--- src/rtl/core/cab565_pkg.sv ---
`timescale 1ns / 1ps
// Shared types, constants and arithmetic helpers for the clipped alpha blit core.
// No dependencies; every other file of the core imports this package.
package cab565_pkg;

	localparam int SCREEN_WIDTH_DEF  = 240;
	localparam int SCREEN_HEIGHT_DEF = 320;

	localparam int POS_W      = 11;   // on-screen coordinate, screen sides up to 2047
	localparam int CNT_W      = 10;   // image column / row counter
	localparam int ORG_W      = 12;   // signed origin register
	localparam int IDX_W      = 17;   // pixel index
	localparam int COLOR_W    = 16;   // RGB565
	localparam int CH_W       = 8;    // one color byte
	localparam int PROD_W     = 2 * POS_W;
	localparam int SUM_W      = 2 * CH_W;

	localparam int APB_ADDR_W = 4;
	localparam int APB_DATA_W = 32;

	localparam int Q_DEPTH    = 4;
	localparam int Q_PTR_W    = $clog2(Q_DEPTH);

	typedef enum logic [1:0] {
		REG_ORIGIN_X,
		REG_ORIGIN_Y,
		REG_IMAGE_WIDTH,
		REG_IMAGE_HEIGHT
	} cfg_reg_t;

	// Classified pixel handed from the front end to the blend pipeline.
	typedef struct packed {
		logic               write_enable;
		logic               last_pixel;
		logic [POS_W-1:0]   pos_x;
		logic [POS_W-1:0]   pos_y;
		logic [CH_W-1:0]    red;
		logic [CH_W-1:0]    green;
		logic [CH_W-1:0]    blue;
		logic [CH_W-1:0]    alpha;
		logic [COLOR_W-1:0] background;
	} item_t;

	// bg*(255-a) + src*a, never above 255*255 so it fits 16 bits.
	function automatic logic [SUM_W-1:0] blend_sum(input logic [CH_W-1:0] bg8,
			input logic [CH_W-1:0] src, input logic [CH_W-1:0] a);
		logic [CH_W-1:0]  inv;
		logic [SUM_W-1:0] p_bg;
		logic [SUM_W-1:0] p_src;
		inv   = ~a;
		p_bg  = bg8 * inv;
		p_src = src * a;
		return p_bg + p_src;
	endfunction

	// floor(x/255) for x <= 65025: (x + 1 + (x >> 8)) >> 8.
	function automatic logic [CH_W-1:0] div255(input logic [SUM_W-1:0] x);
		logic [SUM_W:0] t;
		t = {1'b0, x} + {{SUM_W{1'b0}}, 1'b1} + {{(CH_W+1){1'b0}}, x[SUM_W-1:CH_W]};
		return t[SUM_W-1:CH_W];
	endfunction

	function automatic logic [COLOR_W-1:0] pack565(input logic [CH_W-1:0] r,
			input logic [CH_W-1:0] g, input logic [CH_W-1:0] b);
		return {r[7:3], g[7:2], b[7:3]};
	endfunction

endpackage

--- src/rtl/core/cab565_if.sv ---
`timescale 1ns / 1ps
// Valid/ready channel interfaces: source pixel stream in, frame buffer writes out.
// Depends on cab565_pkg for field widths.
interface cab565_pix_if import cab565_pkg::*; ();
	logic               valid;
	logic               ready;
	logic [CH_W-1:0]    source_blue;
	logic [CH_W-1:0]    source_green;
	logic [CH_W-1:0]    source_red;
	logic [CH_W-1:0]    source_alpha;
	logic [COLOR_W-1:0] background_pixel;

	modport source (output valid, source_blue, source_green, source_red, source_alpha,
		background_pixel, input ready);
	modport sink (input valid, source_blue, source_green, source_red, source_alpha,
		background_pixel, output ready);
endinterface

interface cab565_res_if import cab565_pkg::*; ();
	logic               valid;
	logic               ready;
	logic               write_enable;
	logic [IDX_W-1:0]   pixel_index;
	logic [COLOR_W-1:0] pixel_color;
	logic               last_pixel;

	modport source (output valid, write_enable, pixel_index, pixel_color, last_pixel,
		input ready);
	modport sink (input valid, write_enable, pixel_index, pixel_color, last_pixel,
		output ready);
endinterface

--- src/rtl/core/clipped_alpha_blit_rgb565_core.sv ---
`timescale 1ns / 1ps
// Clipped alpha blit core, ARGB8888 source over an RGB565 frame buffer.
// Depends on cab565_pkg, cab565_if, cab565_front, cab565_fifo and cab565_back.
//
// Source pixels arrive on pix_in in raster order, one per item, each with the
// frame buffer pixel already under it. Every item yields exactly one item on
// pix_out: a write enable, the frame buffer index row*SCREEN_WIDTH+column
// (17 bits) and the new RGB565 color, plus a flag on the last pixel of the
// image. Pixels off screen or with zero alpha come out with write_enable low
// and zero index and color. Throughput is one item per clock while pix_out is
// ready; an item taken goes into the queue, then into the multiply stage,
// then into the divide/pack stage, which is the output register. The front
// end and the back end are split by a four-entry queue, so pix_in keeps
// taking items while a result waits on pix_out, until the
// queue fills. Config registers (origin_x, origin_y, image_width,
// image_height) sit at byte addresses 0, 4, 8 and 12 of the APB port; write
// them only while no item is in flight. A size of 0 acts as 1. After the last
// pixel the position counters restart, so the next item begins a new image at
// the same origin.
module clipped_alpha_blit_rgb565_core import cab565_pkg::*; #(
	parameter int SCREEN_WIDTH  = SCREEN_WIDTH_DEF,
	parameter int SCREEN_HEIGHT = SCREEN_HEIGHT_DEF
) (
	input  logic                  clk,
	input  logic                  arst_n,
	input  logic                  psel,
	input  logic                  penable,
	input  logic                  pwrite,
	input  logic [APB_ADDR_W-1:0] paddr,
	input  logic [APB_DATA_W-1:0] pwdata,
	output logic [APB_DATA_W-1:0] prdata,
	output logic                  pready,
	cab565_pix_if.sink            pix_in,
	cab565_res_if.source          pix_out
);

	// queue handshake between front and back
	logic  q_push;
	logic  q_full;
	logic  q_pop;
	logic  q_empty;
	item_t q_wr_item;
	item_t q_rd_item;

	// zero wait states
	assign pready = 1'b1;

	cab565_front #(
		.SCREEN_WIDTH  (SCREEN_WIDTH),
		.SCREEN_HEIGHT (SCREEN_HEIGHT)
	) u_front (
		.clk     (clk),
		.arst_n  (arst_n),
		.psel    (psel),
		.penable (penable),
		.pwrite  (pwrite),
		.paddr   (paddr),
		.pwdata  (pwdata),
		.prdata  (prdata),
		.pix_in  (pix_in),
		.q_full  (q_full),
		.q_push  (q_push),
		.q_item  (q_wr_item)
	);

	cab565_fifo u_fifo (
		.clk       (clk),
		.arst_n    (arst_n),
		.push      (q_push),
		.push_item (q_wr_item),
		.full      (q_full),
		.pop       (q_pop),
		.pop_item  (q_rd_item),
		.empty     (q_empty)
	);

	// back end stalls only on pix_out.ready
	cab565_back #(
		.SCREEN_WIDTH (SCREEN_WIDTH)
	) u_back (
		.clk     (clk),
		.arst_n  (arst_n),
		.q_empty (q_empty),
		.q_item  (q_rd_item),
		.q_pop   (q_pop),
		.res_out (pix_out)
	);

endmodule

--- src/rtl/core/cab565_front.sv ---
`timescale 1ns / 1ps
// Front end: config registers, image position counters, clipping and item classification.
// Depends on cab565_pkg and cab565_pix_if.
module cab565_front import cab565_pkg::*; #(
	parameter int SCREEN_WIDTH  = SCREEN_WIDTH_DEF,
	parameter int SCREEN_HEIGHT = SCREEN_HEIGHT_DEF
) (
	input  logic                  clk,
	input  logic                  arst_n,
	input  logic                  psel,
	input  logic                  penable,
	input  logic                  pwrite,
	input  logic [APB_ADDR_W-1:0] paddr,
	input  logic [APB_DATA_W-1:0] pwdata,
	output logic [APB_DATA_W-1:0] prdata,
	cab565_pix_if.sink            pix_in,
	input  logic                  q_full,
	output logic                  q_push,
	output item_t                 q_item
);

	logic [ORG_W-1:0] origin_x_q;
	logic [ORG_W-1:0] origin_y_q;
	logic [CNT_W-1:0] image_width_q;
	logic [CNT_W-1:0] image_height_q;
	logic [CNT_W-1:0] col_q;
	logic [CNT_W-1:0] row_q;

	logic             cfg_wr;
	cfg_reg_t         cfg_sel;
	logic [CNT_W-1:0] w_eff;
	logic [CNT_W-1:0] h_eff;
	logic             col_end;
	logic             row_end;
	logic [ORG_W:0]   sx;
	logic [ORG_W:0]   sy;
	logic             on_screen;

	assign cfg_wr  = psel && penable && pwrite;
	assign cfg_sel = cfg_reg_t'(paddr[APB_ADDR_W-1:2]);

	always_ff @(posedge clk or negedge arst_n) begin
		if (!arst_n) begin
			origin_x_q     <= '0;
			origin_y_q     <= '0;
			image_width_q  <= CNT_W'(1);
			image_height_q <= CNT_W'(1);
		end else if (cfg_wr) begin
			case (cfg_sel)
				REG_ORIGIN_X:     origin_x_q     <= pwdata[ORG_W-1:0];
				REG_ORIGIN_Y:     origin_y_q     <= pwdata[ORG_W-1:0];
				REG_IMAGE_WIDTH:  image_width_q  <= pwdata[CNT_W-1:0];
				REG_IMAGE_HEIGHT: image_height_q <= pwdata[CNT_W-1:0];
				default: ;
			endcase
		end
	end

	always_comb begin
		case (cfg_sel)
			REG_ORIGIN_X:     prdata = {{(APB_DATA_W-ORG_W){1'b0}}, origin_x_q};
			REG_ORIGIN_Y:     prdata = {{(APB_DATA_W-ORG_W){1'b0}}, origin_y_q};
			REG_IMAGE_WIDTH:  prdata = {{(APB_DATA_W-CNT_W){1'b0}}, image_width_q};
			REG_IMAGE_HEIGHT: prdata = {{(APB_DATA_W-CNT_W){1'b0}}, image_height_q};
			default:          prdata = '0;
		endcase
	end

	// A size of zero behaves as one; a counter past the end counts as at the end.
	assign w_eff   = (image_width_q == '0) ? CNT_W'(1) : image_width_q;
	assign h_eff   = (image_height_q == '0) ? CNT_W'(1) : image_height_q;
	assign col_end = col_q >= (w_eff - CNT_W'(1));
	assign row_end = row_q >= (h_eff - CNT_W'(1));

	// 13-bit signed screen position, sign in the top bit.
	assign sx = {origin_x_q[ORG_W-1], origin_x_q} + {{(ORG_W+1-CNT_W){1'b0}}, col_q};
	assign sy = {origin_y_q[ORG_W-1], origin_y_q} + {{(ORG_W+1-CNT_W){1'b0}}, row_q};

	assign on_screen = !sx[ORG_W] && (sx[ORG_W-1:0] < ORG_W'(SCREEN_WIDTH))
		&& !sy[ORG_W] && (sy[ORG_W-1:0] < ORG_W'(SCREEN_HEIGHT));

	assign pix_in.ready = !q_full;
	assign q_push       = pix_in.valid && !q_full;

	always_comb begin
		q_item.write_enable = on_screen && (pix_in.source_alpha != '0);
		q_item.last_pixel   = col_end && row_end;
		q_item.pos_x        = sx[POS_W-1:0];
		q_item.pos_y        = sy[POS_W-1:0];
		q_item.red          = pix_in.source_red;
		q_item.green        = pix_in.source_green;
		q_item.blue         = pix_in.source_blue;
		q_item.alpha        = pix_in.source_alpha;
		q_item.background   = pix_in.background_pixel;
	end

	always_ff @(posedge clk or negedge arst_n) begin
		if (!arst_n) begin
			col_q <= '0;
			row_q <= '0;
		end else if (q_push) begin
			if (col_end) begin
				col_q <= '0;
				row_q <= row_end ? '0 : row_q + CNT_W'(1);
			end else begin
				col_q <= col_q + CNT_W'(1);
			end
		end
	end

endmodule

--- src/rtl/core/cab565_fifo.sv ---
`timescale 1ns / 1ps
// Short item queue between the front end and the blend pipeline.
// Depends on cab565_pkg (item_t, Q_DEPTH).
module cab565_fifo import cab565_pkg::*; (
	input  logic  clk,
	input  logic  arst_n,
	input  logic  push,
	input  item_t push_item,
	output logic  full,
	input  logic  pop,
	output item_t pop_item,
	output logic  empty
);

	item_t              mem_q [Q_DEPTH];
	logic [Q_PTR_W-1:0] wr_ptr_q;
	logic [Q_PTR_W-1:0] rd_ptr_q;
	logic [Q_PTR_W:0]   count_q;

	assign full     = count_q == (Q_PTR_W+1)'(Q_DEPTH);
	assign empty    = count_q == '0;
	assign pop_item = mem_q[rd_ptr_q];

	always_ff @(posedge clk) begin
		if (push) begin
			mem_q[wr_ptr_q] <= push_item;
		end
	end

	always_ff @(posedge clk or negedge arst_n) begin
		if (!arst_n) begin
			wr_ptr_q <= '0;
			rd_ptr_q <= '0;
			count_q  <= '0;
		end else begin
			if (push) begin
				wr_ptr_q <= wr_ptr_q + Q_PTR_W'(1);
			end
			if (pop) begin
				rd_ptr_q <= rd_ptr_q + Q_PTR_W'(1);
			end
			case ({push, pop})
				2'b10:   count_q <= count_q + (Q_PTR_W+1)'(1);
				2'b01:   count_q <= count_q - (Q_PTR_W+1)'(1);
				default: ;
			endcase
		end
	end

endmodule

--- src/rtl/core/cab565_back.sv ---
`timescale 1ns / 1ps
// Back end: two-stage blend and pixel index pipeline; stage two is the output register.
// Depends on cab565_pkg and cab565_res_if.
module cab565_back import cab565_pkg::*; #(
	parameter int SCREEN_WIDTH = SCREEN_WIDTH_DEF
) (
	input  logic        clk,
	input  logic        arst_n,
	input  logic        q_empty,
	input  item_t       q_item,
	output logic        q_pop,
	cab565_res_if.source res_out
);

	logic               adv;
	logic [PROD_W-1:0]  row_prod;

	logic               v_s1;
	logic               we_s1;
	logic               last_s1;
	logic [SUM_W-1:0]   sum_r_s1;
	logic [SUM_W-1:0]   sum_g_s1;
	logic [SUM_W-1:0]   sum_b_s1;
	logic [IDX_W-1:0]   row_base_s1;
	logic [POS_W-1:0]   pos_x_s1;

	logic               v_s2;
	logic               we_s2;
	logic               last_s2;
	logic [IDX_W-1:0]   index_s2;
	logic [COLOR_W-1:0] color_s2;

	assign adv      = !v_s2 || res_out.ready;
	assign q_pop    = adv && !q_empty;
	assign row_prod = q_item.pos_y * POS_W'(SCREEN_WIDTH);

	always_ff @(posedge clk or negedge arst_n) begin
		if (!arst_n) begin
			v_s1 <= 1'b0;
			v_s2 <= 1'b0;
		end else if (adv) begin
			v_s1 <= !q_empty;
			v_s2 <= v_s1;
		end
	end

	// Stage 1: the multiplies. Full alpha needs no special path: the blend
	// with a = 255 returns the source byte exactly.
	always_ff @(posedge clk) begin
		if (adv) begin
			we_s1       <= q_item.write_enable;
			last_s1     <= q_item.last_pixel;
			sum_r_s1    <= blend_sum({q_item.background[15:11], 3'b000}, q_item.red,
				q_item.alpha);
			sum_g_s1    <= blend_sum({q_item.background[10:5], 2'b00}, q_item.green,
				q_item.alpha);
			sum_b_s1    <= blend_sum({q_item.background[4:0], 3'b000}, q_item.blue,
				q_item.alpha);
			row_base_s1 <= row_prod[IDX_W-1:0];
			pos_x_s1    <= q_item.pos_x;
		end
	end

	// Stage 2: divide by 255, pack, add the column; zero fields when not writing.
	always_ff @(posedge clk) begin
		if (adv) begin
			we_s2    <= we_s1;
			last_s2  <= last_s1;
			index_s2 <= we_s1 ? row_base_s1 + {{(IDX_W-POS_W){1'b0}}, pos_x_s1} : '0;
			color_s2 <= we_s1 ? pack565(div255(sum_r_s1), div255(sum_g_s1),
				div255(sum_b_s1)) : '0;
		end
	end

	assign res_out.valid        = v_s2;
	assign res_out.write_enable = we_s2;
	assign res_out.pixel_index  = index_s2;
	assign res_out.pixel_color  = color_s2;
	assign res_out.last_pixel   = last_s2;

endmodule

--- src/flat_wrapper.sv ---
// flat-port wrapper written by rule: the top's interface ports become plain ports
module clipped_alpha_blit_rgb565_core_flat import cab565_pkg::*;
#(
	parameter int SCREEN_WIDTH  = SCREEN_WIDTH_DEF,
	parameter int SCREEN_HEIGHT = SCREEN_HEIGHT_DEF
)
  (clk, arst_n, psel, penable, pwrite, paddr, pwdata, prdata, pready, pix_in_valid, pix_in_source_blue, pix_in_source_green, pix_in_source_red, pix_in_source_alpha, pix_in_background_pixel, pix_in_ready, pix_out_valid, pix_out_write_enable, pix_out_pixel_index, pix_out_pixel_color, pix_out_last_pixel, pix_out_ready);
  cab565_pix_if pix_in_i ();
  cab565_res_if pix_out_i ();
  input  logic clk;
  input  logic arst_n;
  input  logic psel;
  input  logic penable;
  input  logic pwrite;
  input  logic [APB_ADDR_W-1:0] paddr;
  input  logic [APB_DATA_W-1:0] pwdata;
  output logic [APB_DATA_W-1:0] prdata;
  output logic pready;
  input wire logic [$bits(pix_in_i.valid)-1:0] pix_in_valid;
  input wire logic [$bits(pix_in_i.source_blue)-1:0] pix_in_source_blue;
  input wire logic [$bits(pix_in_i.source_green)-1:0] pix_in_source_green;
  input wire logic [$bits(pix_in_i.source_red)-1:0] pix_in_source_red;
  input wire logic [$bits(pix_in_i.source_alpha)-1:0] pix_in_source_alpha;
  input wire logic [$bits(pix_in_i.background_pixel)-1:0] pix_in_background_pixel;
  output wire logic [$bits(pix_in_i.ready)-1:0] pix_in_ready;
  output wire logic [$bits(pix_out_i.valid)-1:0] pix_out_valid;
  output wire logic [$bits(pix_out_i.write_enable)-1:0] pix_out_write_enable;
  output wire logic [$bits(pix_out_i.pixel_index)-1:0] pix_out_pixel_index;
  output wire logic [$bits(pix_out_i.pixel_color)-1:0] pix_out_pixel_color;
  output wire logic [$bits(pix_out_i.last_pixel)-1:0] pix_out_last_pixel;
  input wire logic [$bits(pix_out_i.ready)-1:0] pix_out_ready;
  assign pix_in_i.valid = pix_in_valid;
  assign pix_in_i.source_blue = pix_in_source_blue;
  assign pix_in_i.source_green = pix_in_source_green;
  assign pix_in_i.source_red = pix_in_source_red;
  assign pix_in_i.source_alpha = pix_in_source_alpha;
  assign pix_in_i.background_pixel = pix_in_background_pixel;
  assign pix_in_ready = pix_in_i.ready;
  assign pix_out_valid = pix_out_i.valid;
  assign pix_out_write_enable = pix_out_i.write_enable;
  assign pix_out_pixel_index = pix_out_i.pixel_index;
  assign pix_out_pixel_color = pix_out_i.pixel_color;
  assign pix_out_last_pixel = pix_out_i.last_pixel;
  assign pix_out_i.ready = pix_out_ready;
  clipped_alpha_blit_rgb565_core #(.SCREEN_WIDTH(SCREEN_WIDTH), .SCREEN_HEIGHT(SCREEN_HEIGHT)) u_core (.clk(clk), .arst_n(arst_n), .psel(psel), .penable(penable), .pwrite(pwrite), .paddr(paddr), .pwdata(pwdata), .prdata(prdata), .pready(pready), .pix_in(pix_in_i), .pix_out(pix_out_i));
endmodule
--- config.mk ---
export PLATFORM = sky130hd
export DESIGN_NAME = clipped_alpha_blit_rgb565_core_flat
export DESIGN_NICKNAME = d
export VERILOG_FILES = /design/src/rtl/core/cab565_pkg.sv /design/src/rtl/core/cab565_if.sv /design/src/rtl/core/clipped_alpha_blit_rgb565_core.sv /design/src/rtl/core/cab565_front.sv /design/src/rtl/core/cab565_fifo.sv /design/src/rtl/core/cab565_back.sv /design/src/flat_wrapper.sv
export SDC_FILE = /design/constraint.sdc
export NUM_CORES = 1
export LEC_CHECK = 0
export ABC_AREA = 1
export BUFFER_PORTS_ARGS = -buffer_cell sky130_fd_sc_hd__buf_4
export CAP_MARGIN = 20
export CORE_MARGIN = 2
export CORE_UTILIZATION = 40
export DETAILED_ROUTE_END_ITERATION = 16
export PLACE_DENSITY_LB_ADDON = 0.15
export SYNTH_ARGS = -nofsm -noshare
export SYNTH_HDL_FRONTEND = slang
export SYNTH_SLANG_ARGS = --single-unit
--- constraint.sdc ---
create_clock -name clk -period 6.8 [get_ports clk]
set_input_delay 0.34 -clock clk [delete_from_list [all_inputs] [get_ports clk]]
set_output_delay 0.34 -clock clk [all_outputs]
set_load 0.01 [all_outputs]
== Yosys cells after proc, flatten, opt, wreduce, memory -nomap -nowiden ==
Memories as Yosys holds them, arrays and structs flattened.
Cells that the tools add are included.
Word-level totals
  RAM bits: 288
  logic and storage cells: 95
  output and inout port bits: 70
  bits in registers: 182
  memories kept: 1
  input port bits: 91
Operators by class
  bitwise operators: 1
  add/subtract/negate cells: 20
  muxes and demuxes: 8
  eq/ne operators: 6
  $lt $le $gt $ge: 4
  reductions and logical operators: 26
  $mul: 7
Memory list
  u_core.u_fifo.mem_q: depth 4, bits a word 72, read ports 1, clocked after Yosys merged registers in 0, write ports 1, RTL line cab565_fifo.sv:15  | item_t mem_q [Q_DEPTH];
Operator list (number)
  $pmux 32 s4: 1
  $add 16x1->16 const B: 3
  $add 16x16->16: 3
  $add 16x8->16: 3
  $mul 8x8->16: 3
  $mux 10: 4
  $add 12x11->13: 2
  $mul 5x8->13: 2
  $add 10x1->10 const B: 2
  $ge 10x10->1: 2
  $logic_not 10->1: 2
  $sub 10x1->10 const B: 2
  $add 17x11->17: 1
  $mul 6x8->14: 1
  $mul 11x4->13 const B: 1
  $lt 12x8->1 const B: 1
  $lt 12x9->1 const B: 1
  $reduce_and 2->1: 5
  $logic_and 1x1->1: 9
  $not 8->8: 1
  $reduce_bool 8->1: 1
  $eq 2x2->1 const B: 3
  $pmux 3 s2: 1
  $logic_not 1->1: 5
  other kinds (10): 13

== Depth between registers and ports, before layout ==
Gate-level depths: netlist of run 1.
  depth after elaboration: 6
  gate-level depth with buffers: 33
  mapped depth without buffers: 31

== By module ==
Synthesis of run 1 repeated with hierarchy kept, for this count alone.
Second synthesis, totals
  cells, all modules: 3960
  area, all modules: 35093.7 µm²
Modules (own cells, without submodules)
  cab565_back: instances 1, cells an instance 2298, area an instance 17787.1 µm², sequential area each 3323.2 µm²
  cab565_fifo: instances 1, cells an instance 888, area an instance 11791.3 µm², sequential area each 8823.5 µm²
  cab565_front: instances 1, cells an instance 772, area an instance 5504.0 µm², sequential area each 1604.0 µm²
  clipped_alpha_blit_rgb565_core: instances 1, cells an instance 2, area an instance 11.3 µm², sequential area each 0.0 µm²

== Worst setup path after synthesis of run 1 ==
No wires, ideal clock.
  path kind: reg-to-reg
  start: register u_core.u_fifo.rd_ptr_q[0]
  end: register u_core.u_back.sum_b_s1[12], data pin
  period minus slack after synthesis: 6.887 ns
  cell stages (with the launch flop): 27
  setup time: 0.262 ns
  data arrival time: 6.625 ns
  required time: 6.538 ns
  path buffers: 3
  slack: -0.087 ns
  cells stage by stage: dfrtp_1 -> buf_4 -> buf_6 -> a21oi_1 -> a32oi_1 -> inv_1 -> clkbuf_1 -> nand2_1 -> fa_1 -> fa_1 -> fa_1 -> inv_1 -> ha_1 -> xor2_1 -> fa_1 -> fa_1 -> inv_1 -> fa_1 -> inv_1 -> fa_1 -> inv_1 -> ha_1 -> a21oi_1 -> nor2_1 -> nor4_1 -> o21bai_1 -> xor2_1
Between the ends
  word-level cells in the longest chain between the ends: 4
  elaborated cells between the ends (all ways): 5
  classes of those cells: add/sub: 1; mul: 2; bitwise: 1; memory: 1
Ends and longest elaborated chain
  from (decl): RTL line cab565_fifo.sv:17  | logic [Q_PTR_W-1:0] rd_ptr_q;
  from (signal assigned): RTL line cab565_fifo.sv:40  | rd_ptr_q <= rd_ptr_q + Q_PTR_W'(1);
  $mem_v2 4x72 (*)
  $not 8->8: RTL line cab565_pkg.sv:50  | inv = ~a;
  $mul 5x8->13: RTL line cab565_pkg.sv:51  | p_bg = bg8 * inv;
  $add 16x16->16 (*): RTL line cab565_pkg.sv:53  | return p_bg + p_src;
  to (signal assigned): RTL line cab565_back.sv:57  | sum_b_s1 <= blend_sum({q_item.background[4:0], 3'b000}, q_item.blue,
  to (decl): RTL line cab565_back.sv:23  | logic [SUM_W-1:0] sum_b_s1;
Mark *: on every way between the ends. The rest lies on a longest branch, timed or not.
A chain may end at the register's enable or synchronous reset.

== Worst setup path in the final report of run 1 ==
  start: register u_core.u_fifo.rd_ptr_q[0]
  end: register u_core.u_back.sum_g_s1[13], data pin
Between the ends
  word-level cells in the longest chain between the ends: 4
  elaborated cells between the ends (all ways): 5
  classes of those cells: add/sub: 1; mul: 2; bitwise: 1; memory: 1
Ends and longest elaborated chain
  $mem_v2 4x72 (*)
  $not 8->8: RTL line cab565_pkg.sv:50
  $mul 6x8->14: RTL line cab565_pkg.sv:51
  $add 16x16->16 (*): RTL line cab565_pkg.sv:53
  to (signal assigned): RTL line cab565_back.sv:55  | sum_g_s1 <= blend_sum({q_item.background[10:5], 2'b00}, q_item.green,
  to (decl): RTL line cab565_back.sv:22  | logic [SUM_W-1:0] sum_g_s1;
Marks and branches as above.

==> impl_metrics.json, run 1 <==
{
  "place.gp.congestion": 0.8557,
  "fin_nets": 4304,
  "async_flop_share": 0.1553,
  "synth_warnings": 0,
  "setup_tns_ns": 0,
  "dpl.hpwl_um": 59750,
  "cts_tree": "built",
  "vias_per_cell": 4.838,
  "synth_enable_flop_cells": 397,
  "required_ns": 7.15,
  "numCtsBuffers": 52,
  "syn-cell-area_um2": 32940,
  "routed-via-count": 23436,
  "fin_crit_sh": 0.9932,
  "grt_pass1_vias": 23134,
  "cp-end-kind": "register",
  "die_w_um": 291.0,
  "die_area_um2": 84670,
  "critPathMaxFanout": 6,
  "start_util": 0.4025,
  "routed_wl_um": 80080,
  "clockBufferDepth": 3,
  "drv_cap": 0,
  "fmax_mhz": 148.1,
  "cts_root_buf": "clkbuf_16",
  "synth_area_leader_cell": "edfxtp_1",
  "cp-startpoint": "u_core.u_fifo.rd_ptr_q[0]$_DFFE_PN0P_",
  "grt_overflow": 0,
  "grt_setup_unrepaired": "true",
  "path_common_cell": "fa_1",
  "relSlewSlack": 0.3031,
  "netlist_instances": 3373,
  "syn_to_final_growth_pct": 20.50,
  "cts_sinks": 470,
  "hold_violations": 0,
  "clock_skew_ns": 0.05536,
  "hp-class": "primary input to register",
  "worstHoldStart": "pwdata[11]",
  "fillers": 7726,
  "synth_top_area_frac": 0.3619,
  "num_rows": 105,
  "slew_violations": 0,
  "wl_per_cell_um": 16.53,
  "reg2reg_depth": 27,
  "ys.flop_type": "edfxtp_1",
  "slowest_delay_ns": 0.57,
  "postRouteAntennaNets": 0,
  "htreeDepth": 2,
  "worst_ep_arrival_time_ns": 7.11,
  "reg2reg_from": "u_core.u_fifo.rd_ptr_q[0]$_DFFE_PN0P_",
  "synth_common_cells": "709 x nand2_1, 528 x inv_1, 397 x edfxtp_1",
  "slowest_stage": "fa_1",
  "drt_iter0_drc": 1378,
  "dieHeight_um": 291.0,
  "io_buffers": 117,
  "max_slew.worst_pin.slew_ns": 1.045,
  "status": "finished clean",
  "startpoint_type": "register",
  "coreArea_um2": 81850,
  "drt_first_pass_iters": 6,
  "antenna_found_initial": 2,
  "yosysUniqueCellTypes": 44,
  "min_period_ns": 6.754,
  "setup_violations": 0,
  "grtUsageTotal": 0.1879,
  "drive_above_1_share": 0.1715,
  "clk_pin_slew_ns": 0.06,
  "ys_seq_area_frac": 0.4174,
  "grt_start_max_net_pins": 74,
  "min_path_cells": 3,
  "synth_area_leaders": "edfxtp_1 36%, fa_1 14%, ha_1 9.6%",
  "boundaryPins": 161,
  "crit_type": "register to register",
  "synth.avg_cell_area_um2": 9.766,
  "synth_most_common_cell": "nand2_1",
  "ys_ff_latch": 470,
  "clk_latency_ns": 0.64,
  "grt_pass1_wl_um": 126300,
  "drc": 0
}
[critical path: cells and delay by family, from the launching register on]
| kind | cells | cell delay (ns) |
|---|---|---|
| AO/OA/AOI/OAI | 4 | 0.65 |
| XOR/XNOR | 2 | 0.30 |
| adder cells (fa/ha/maj) | 9 | 4.12 |
| buffers and inverters | 8 | 0.66 |
| flip-flops | 1 | 0.53 |
| AND/OR/NAND/NOR | 4 | 0.25 |
[path summary, 6_finish.rpt]
kind | to | slack (ns)
worst min-delay path | u_core.u_front.origin_y_q[11]$_DFFE_PN0P_ | 0.04
max in group asynchronous | u_core.u_fifo.rd_ptr_q[0]$_DFFE_PN0P_ | 5.62
worst max-delay path | u_core.u_back.sum_g_s1[13]$_DFFE_PP_ | 0.05
worst min register to register | u_core.u_back.res_out.last_pixel$_DFFE_PP_ | 0.42
min in group asynchronous | u_core.u_front.image_height_q[2]$_DFFE_PN0P_ | 0.39
worst max register to register | u_core.u_back.sum_g_s1[13]$_DFFE_PP_ | 0.05
[logic make-up (layout without fill, tap and decap cells)]
family,after synthesis,after routing,synth area share
fa+ha+maj,481,481,0.2349
simple gates,1214,1214,0.1462
compound gates,440,440,0.09063
other cells,2,22,0.0002280
buf+inv,660,1041,0.08242
xor+xnor,106,106,0.02818
flops,470,470,0.4174
[cell usage in the layout (no fill, tap or decap), types with 11 or more instances in the layout]
cell type and instances:
a21oi_2 24, ha_4 25, o22ai_1 26, a32oi_2 39, nand3_1 79, buf_6 12, edfxtp_1 397, nor2_2 19
conb_1 21, dlygate4sd3_1 49, nand2_2 13, xor2_1 60, clkbuf_1 12, inv_1 510, nor2_1 335, nand2_1 691
a21oi_1 124, inv_2 36, xnor2_1 42, clkbuf_16 55, buf_4 319, fa_1 222, o21ai_1 11, nand4_1 22
ha_1 227, a21o_1 11, dfrtp_1 70, o21ai_0 130, nor3_1 17
[sequential cells by signal (all words and copies together), names as in the netlist, 3 cells and up]
register,flops
u_core.u_front.origin_x_q,12
u_core.u_front.row_q,10
u_core.u_back.row_base_s1,13
u_core.u_back.res_out.pixel_color,16
u_core.u_back.res_out.pixel_index,17
u_core.u_front.image_width_q,10
u_core.u_back.pos_x_s1,11
u_core.u_front.col_q,10
u_core.u_back.sum_b_s1,16
u_core.u_back.sum_g_s1,16
u_core.u_fifo.mem_q,288
u_core.u_front.image_height_q,10
u_core.u_back.sum_r_s1,16
u_core.u_fifo.count_q,3
u_core.u_front.origin_y_q,12
[per-stage QoR]
step | worst slack, ns | hold WS [ns] | std cells | instance area (µm²) | util
2_1_floorplan | -0.009353 | 0.04441 | 3392 | 33020 | -
3_3_place_gp | -0.1622 | 0.4023 | 4667 | 36200 | 0.4423
3_5_place_dp | -0.2270 | 0.4083 | 4668 | 36220 | 0.4426
4_1_cts | -0.005244 | 0.0009571 | 4818 | 38770 | 0.4737
5_1_grt | -0.2199 | 0.03553 | 4844 | 39700 | 0.4850
6_report | 0.04631 | 0.03690 | 4844 | 39700 | 0.4850
[routing by layer]
metal / routed length [µm] / track usage
met1: 38060 / 0.2655
met2: 37040 / 0.3077
met3: 3561 / 0.02810
met4: 1382 / 0.03854
met5: 46 / 0
[cell type report]
| cell class | count | area, µm² | share of cell area |
|---|---|---|---|
| Sequential cell | 470 | 13750 | 0.3465 |
| Tap cell | 1070 | 1339 | 0.03373 |
| Clock buffer | 64 | 1346 | 0.03392 |
| Timing Repair Buffer | 395 | 3316 | 0.08353 |
| Inverter | 551 | 2096 | 0.05280 |
| Antenna cell | 1 | 2.502 | 0.00006304 |
| Multi-Input combinational cell | 2262 | 17390 | 0.4382 |
| Clock inverter | 31 | 449.2 | 0.01132 |
[timing repair]
action | in CTS | in global routing
endpoints found under the hold margin | 263 | 0
resized for setup | 45 | 159
endpoints found under the setup margin | 20 | 24
pin swaps | 16 | 71
setup buffers | 6 | 23
hold buffers | 49 | 0
gates cloned | 0 | 3
Power of run 1 is left out: the tool's default activity adds up to more than one toggle a clock period on the data nets, which glitch-free logic cannot reach.
==> inputs of run 2 (changes only) <==
--- a/config.mk
+++ b/config.mk
@@ -11,7 +11,7 @@
 export CORE_MARGIN = 2
 export CORE_UTILIZATION = 40
 export DETAILED_ROUTE_END_ITERATION = 16
-export PLACE_DENSITY_LB_ADDON = 0.15
+export PLACE_DENSITY = 0.56
 export SYNTH_ARGS = -nofsm -noshare
 export SYNTH_HDL_FRONTEND = slang
 export SYNTH_SLANG_ARGS = --single-unit
==> run 2 against run 1 <==
Compared with the run above: setup slack better by 0.026 ns; first-iteration DRC count is 5.4% higher; critical path depth is 3 lower; maximum frequency is 0.38% higher; design area is 1.0% higher; cell count stayed put; die area stayed put; hold slack better by 0.014 ns; largest cell class unchanged.
==> impl_metrics.json, run 2 (same netlist as run 1, synthesis figures left out) <==
{
  "dpl.hpwl_um": 57880,
  "layout_common_cells": "684 x nand2_1, 501 x inv_1, 397 x edfxtp_1, 321 x nor2_1, 306 x buf_4",
  "boundaryPins": 161,
  "top_register": "u_core.u_fifo.mem_q",
  "grt_setup_unrepaired": "true",
  "stdcell_area_um2": 40110,
  "dieHeight_um": 291.0,
  "drv_cap": 0,
  "numCtsBuffers": 55,
  "setup_violations": 0,
  "drc": 0,
  "wl_per_cell_um": 16.40,
  "place.gp.congestion": 0.8744,
  "cts_root_buf": "clkbuf_16",
  "worst_ep_arrival_time_ns": 7.09,
  "htreeDepth": 2,
  "start_util": 0.4025,
  "hold_violations": 0,
  "fin_crit_sh": 0.9894,
  "min_period_ns": 6.728,
  "hp-class": "primary input to register",
  "grt_pass1_vias": 23324,
  "antenna_found_initial": 1,
  "vias_per_cell": 4.881,
  "fmax_mhz": 148.6,
  "cp-end-kind": "register",
  "relSlewSlack": 0.3864,
  "clock_skew_ns": 0.02284,
  "cts_sinks": 470,
  "status": "finished clean",
  "clockBufferDepth": 3,
  "min_path_cells": 3,
  "place_area_um2": 36000,
  "fillers": 7562,
  "crit_type": "register to register",
  "drt_iter0_drc": 1453,
  "n_antenna_cell": 0,
  "coreArea_um2": 81850,
  "timing.hold.ws_ns": 0.05108,
  "grt_pass1_wl_um": 126300,
  "grt_start_max_net_pins": 52,
  "routed_wl_um": 79430,
  "max_slew.worst_pin.slew_ns": 0.9183,
  "io_buffers": 117,
  "reg2reg_depth": 24,
  "required_ns": 7.16,
  "largest_reg_flops": 288,
  "fin_nets": 4299,
  "grtUsageTotal": 0.1856,
  "startpoint_type": "register",
  "syn_to_final_growth_pct": 21.76,
  "drt_first_pass_iters": 5,
  "drive_above_1_share": 0.1887,
  "grt_overflow": 0,
  "clk_latency_ns": 0.62,
  "final_common_cell": "nand2_1",
  "critPathMaxFanout": 8,
  "routed-via-count": 23645,
  "die_w_um": 291.0,
  "num_rows": 105,
  "cts_tree": "built",
  "slew_violations": 0,
  "postRouteAntennaNets": 0,
  "clk_pin_slew_ns": 0.06,
  "die_area_um2": 84670
}
## run 2: changes by cell type in the layout (fill, tap and decap cells not counted), sizes merged
cell,previous run,this run
bufinv,9,8
inv,551,553
buf,343,333
clkbuf,67,65
clkinv,18,28
bufbuf,0,1
clkinvlp,4,5
diode,1,0
## run 2: final timing paths
path	slack [ns]	end	from
max	0.07	u_core.u_back.sum_g_s1[11]$_DFFE_PP_	u_core.u_fifo.rd_ptr_q[0]$_DFFE_PN0P_
min	0.05	u_core.u_front.origin_y_q[10]$_DFFE_PN0P_	pwdata[10]
max reg2reg	0.07	u_core.u_back.sum_g_s1[11]$_DFFE_PP_	u_core.u_fifo.rd_ptr_q[0]$_DFFE_PN0P_
min reg2reg	0.42	u_core.u_back.res_out.last_pixel$_DFFE_PP_	u_core.u_back.last_s1$_DFFE_PP_
max in group asynchronous	5.62	u_core.u_fifo.rd_ptr_q[0]$_DFFE_PN0P_	arst_n
min in group asynchronous	0.20	u_core.u_front.row_q[5]$_DFFE_PN0P_	arst_n
## run 2: what timing repair did
action / in CTS / in global routing
cloned: 5 / 3
pin swaps: 36 / 124
hold buffers: 49 / 0
hold endpoints to repair: 222 / 0
gates resized for setup: 83 / 204
setup endpoints to repair: 18 / 25
buffers inserted: 19 / 25
## run 2: routing by layer
metal | global-route usage | share of wire | vias to the layer above | routed length, µm
met2 | 0.3021 | 0.47 | 423 | 36950
met5 | 0 | 0 | - | 0
li1 | - | - | 11699 | -
met4 | 0.03880 | 0.017 | 0 | 1318
met1 | 0.2654 | 0.47 | 11442 | 37640
met3 | 0.02489 | 0.044 | 81 | 3525
## run 2: worst max-delay path, cell delays in order, from the launching register on
cell and delay [ns]:
dfrtp_4 0.56, clkinv_8 0.12, buf_12 0.12, nand2_1 0.08, a32oi_4 0.26, inv_2 0.09
buf_6 0.15, nor2_4 0.08, fa_1 0.47, ha_4 0.27, fa_1 0.54, inv_2 0.05
fa_2 0.47, fa_1 0.57, fa_1 0.46, fa_1 0.50, fa_1 0.49, inv_1 0.04
ha_1 0.31, a21oi_2 0.23, o21ai_2 0.09, nor2_2 0.16, o21ai_2 0.09, buf_4 0.14
xor2_1 0.13
## run 2: layout make-up
type	count	area, µm²	area share
sequential	470	13750	0.3429
inverter	551	2103	0.05244
clock buffer	62	1424	0.03550
tap	1070	1339	0.03338
timing repair inverter	1	6.256	0.0001560
multi-input combinational	2262	17700	0.4413
timing repair buffer	386	3306	0.08241
clock inverter	42	479.2	0.01195
## run 2: per-stage QoR
step / util / instances / TNS (ns) / setup WS (ns)
2_1_floorplan: - / 3392 / -0.009353 / -0.009353
3_3_place_gp: 0.4399 / 4642 / -0.8876 / -0.1286
5_1_grt: 0.4901 / 4844 / -1.549 / -0.2002
6_report: 0.4901 / 4844 / 0 / 0.07195
3_5_place_dp: 0.4399 / 4642 / -1.835 / -0.2242
4_1_cts: 0.4773 / 4819 / 0 / 0.0008269
Power of run 2 is left out for the same reason.
==> inputs of run 3 (changes only) <==
--- a/config.mk
+++ b/config.mk
@@ -11,7 +11,7 @@
 export CORE_MARGIN = 2
 export CORE_UTILIZATION = 40
 export DETAILED_ROUTE_END_ITERATION = 16
-export PLACE_DENSITY = 0.56
+export PLACE_DENSITY = 0.54
 export SYNTH_ARGS = -nofsm -noshare
 export SYNTH_HDL_FRONTEND = slang
 export SYNTH_SLANG_ARGS = --single-unit
==> constraint.sdc (replaced) <==
create_clock -name clk -period 7.4 [get_ports clk]
set_input_delay 0.37 -clock clk [delete_from_list [all_inputs] [get_ports clk]]
set_output_delay 0.37 -clock clk [all_outputs]
set_load 0.01 [all_outputs]
==> run 3 against run 2 <==
Compared with the run above: maximum frequency down 4.0%; design area down 6.3%; global-route usage down 0.49 points; critical endpoint is now u_core.u_back.sum_g_s1[15]$_DFFE_PP_; cell count down 3.4%; count of clock-buffer cells in the layout down 2; utilization down 3.1 points; highest routed layer unchanged; largest cell class unchanged; critical path type unchanged; sequential share of layout area up 2.3 points.
==> impl_metrics.json, run 3 (same netlist as run 1, synthesis figures left out) <==
{
  "setup_violations": 0,
  "status": "finished clean",
  "fmax_mhz": 142.7,
  "drive_above_1_share": 0.09925,
  "final_common_cell": "nand2_1",
  "setup_tns_ns": 0,
  "clock_skew_ns": 0.02923,
  "reg2reg_from": "u_core.u_fifo.rd_ptr_q[0]$_DFFE_PN0P_",
  "routed-via-count": 22770,
  "die_area_um2": 84670,
  "critPathMaxFanout": 26,
  "postRouteAntennaNets": 0,
  "drv_cap": 0,
  "antenna_found_initial": 2,
  "fin_crit_sh": 0.9471,
  "drc": 0,
  "coreArea_um2": 81850,
  "htreeDepth": 2,
  "vias_per_cell": 4.867,
  "hold_violations": 0,
  "dpl.cell_count": 4524,
  "worstHoldStart": "pwdata[11]",
  "cts_tree": "built",
  "fin_nets": 4135,
  "boundaryPins": 161,
  "start_util": 0.4025,
  "hp-class": "primary input to register",
  "cts_root_buf": "clkbuf_16",
  "grt_pass1_wl_um": 121500,
  "max_slew.worst_pin.slew_ns": 0.9959,
  "cp-end-kind": "register",
  "startpoint_type": "register",
  "required_ns": 7.73,
  "dieHeight_um": 291.0,
  "stdcell_area_um2": 37570,
  "grt_start_max_net_pins": 68,
  "cp-startpoint": "u_core.u_fifo.rd_ptr_q[0]$_DFFE_PN0P_",
  "instances_no_fill": 4678,
  "layout_common_cells": "709 x nand2_1, 527 x inv_1, 397 x edfxtp_1, 351 x nor2_1, 250 x ha_1",
  "numCtsBuffers": 53,
  "clockBufferDepth": 3,
  "slowest_delay_ns": 0.55,
  "wl_per_cell_um": 16.40,
  "place.gp.congestion": 0.8773,
  "crit_type": "register to register",
  "dpl.hpwl_um": 56690,
  "place_area_um2": 35110,
  "drt_first_pass_iters": 6,
  "routed_wl_um": 76700,
  "grt_pass1_vias": 22307,
  "clk_pin_slew_ns": 0.06,
  "grt_setup_unrepaired": "true",
  "timing.hold.ws_ns": 0.08023,
  "syn_to_final_growth_pct": 14.05,
  "relSlewSlack": 0.3345,
  "largest_reg_flops": 288,
  "num_rows": 105,
  "top_register": "u_core.u_fifo.mem_q",
  "path_common_cell": "inv_1",
  "slew_violations": 0,
  "io_buffers": 117,
  "grt_overflow": 0,
  "drt_iter0_drc": 1297,
  "grtUsageTotal": 0.1807,
  "clk_latency_ns": 0.62,
  "min_period_ns": 7.008,
  "worst_ep_arrival_time_ns": 7.34,
  "cts_sinks": 470,
  "die_w_um": 291.0,
  "slowest_stage": "fa_1"
}
-- run 3: cell type report --
class	instances	area, µm²
sequential	470	13750
inverter	551	2091
antenna	1	2.502
clock inverter	39	337.8
tap	1070	1339
multi-input combinational	2262	16700
fill	7813	44280
clock buffer	60	1374
timing repair buffer	225	1977
-- run 3: what timing repair did --
item / in CTS / in global routing
hold buffers: 49 / 0
setup endpoints to repair: 0 / 15
gates resized for setup: 0 / 35
endpoints found under the hold margin: 220 / 0
setup buffers: 0 / 2
-- run 3: worst paths after layout --
path / endpoint / slack [ns] / depth (start not counted)
min in group asynchronous: u_core.u_front.row_q[5]$_DFFE_PN0P_ / 0.23 / 2
worst min-delay path: u_core.u_front.origin_x_q[11]$_DFFE_PN0P_ / 0.08 / 3
worst max-delay path: u_core.u_back.sum_g_s1[15]$_DFFE_PP_ / 0.39 / 30
worst max register to register: u_core.u_back.sum_g_s1[15]$_DFFE_PP_ / 0.39 / 30
worst min register to register: u_core.u_back.res_out.last_pixel$_DFFE_PP_ / 0.44 / 0
max in group asynchronous: u_core.u_fifo.rd_ptr_q[0]$_DFFE_PN0P_ / 6.17 / 3
-- run 3: per-layer routing --
| metal | GRT usage | vias to the layer above | routed length [µm] |
|---|---|---|---|
| li1 | - | 11366 | - |
| met1 | 0.2519 | 10897 | 36170 |
| met2 | 0.2950 | 413 | 35130 |
| met3 | 0.03123 | 94 | 3914 |
| met4 | 0.04031 | 0 | 1492 |
| met5 | 0 | - | 0 |
-- run 3: critical path, delay by kind of cell, from the launching register on --
kind,cells,cell delay [ns]
flops,1,0.54
xor+xnor,1,0.16
compound gates,6,1.01
fa+ha+maj,8,3.47
simple gates,5,0.47
buf+inv,10,1.07
-- run 3: per-stage QoR --
step | utilization | setup WS (ns)
floorplan | - | 0.5129
CTS | 0.4559 | 0.1182
detailed placement | 0.4290 | 0.1148
global route | 0.4590 | -0.005953
finish | 0.4590 | 0.3918
global placement | 0.4290 | 0.1787
Power of run 3 is left out for the same reason.
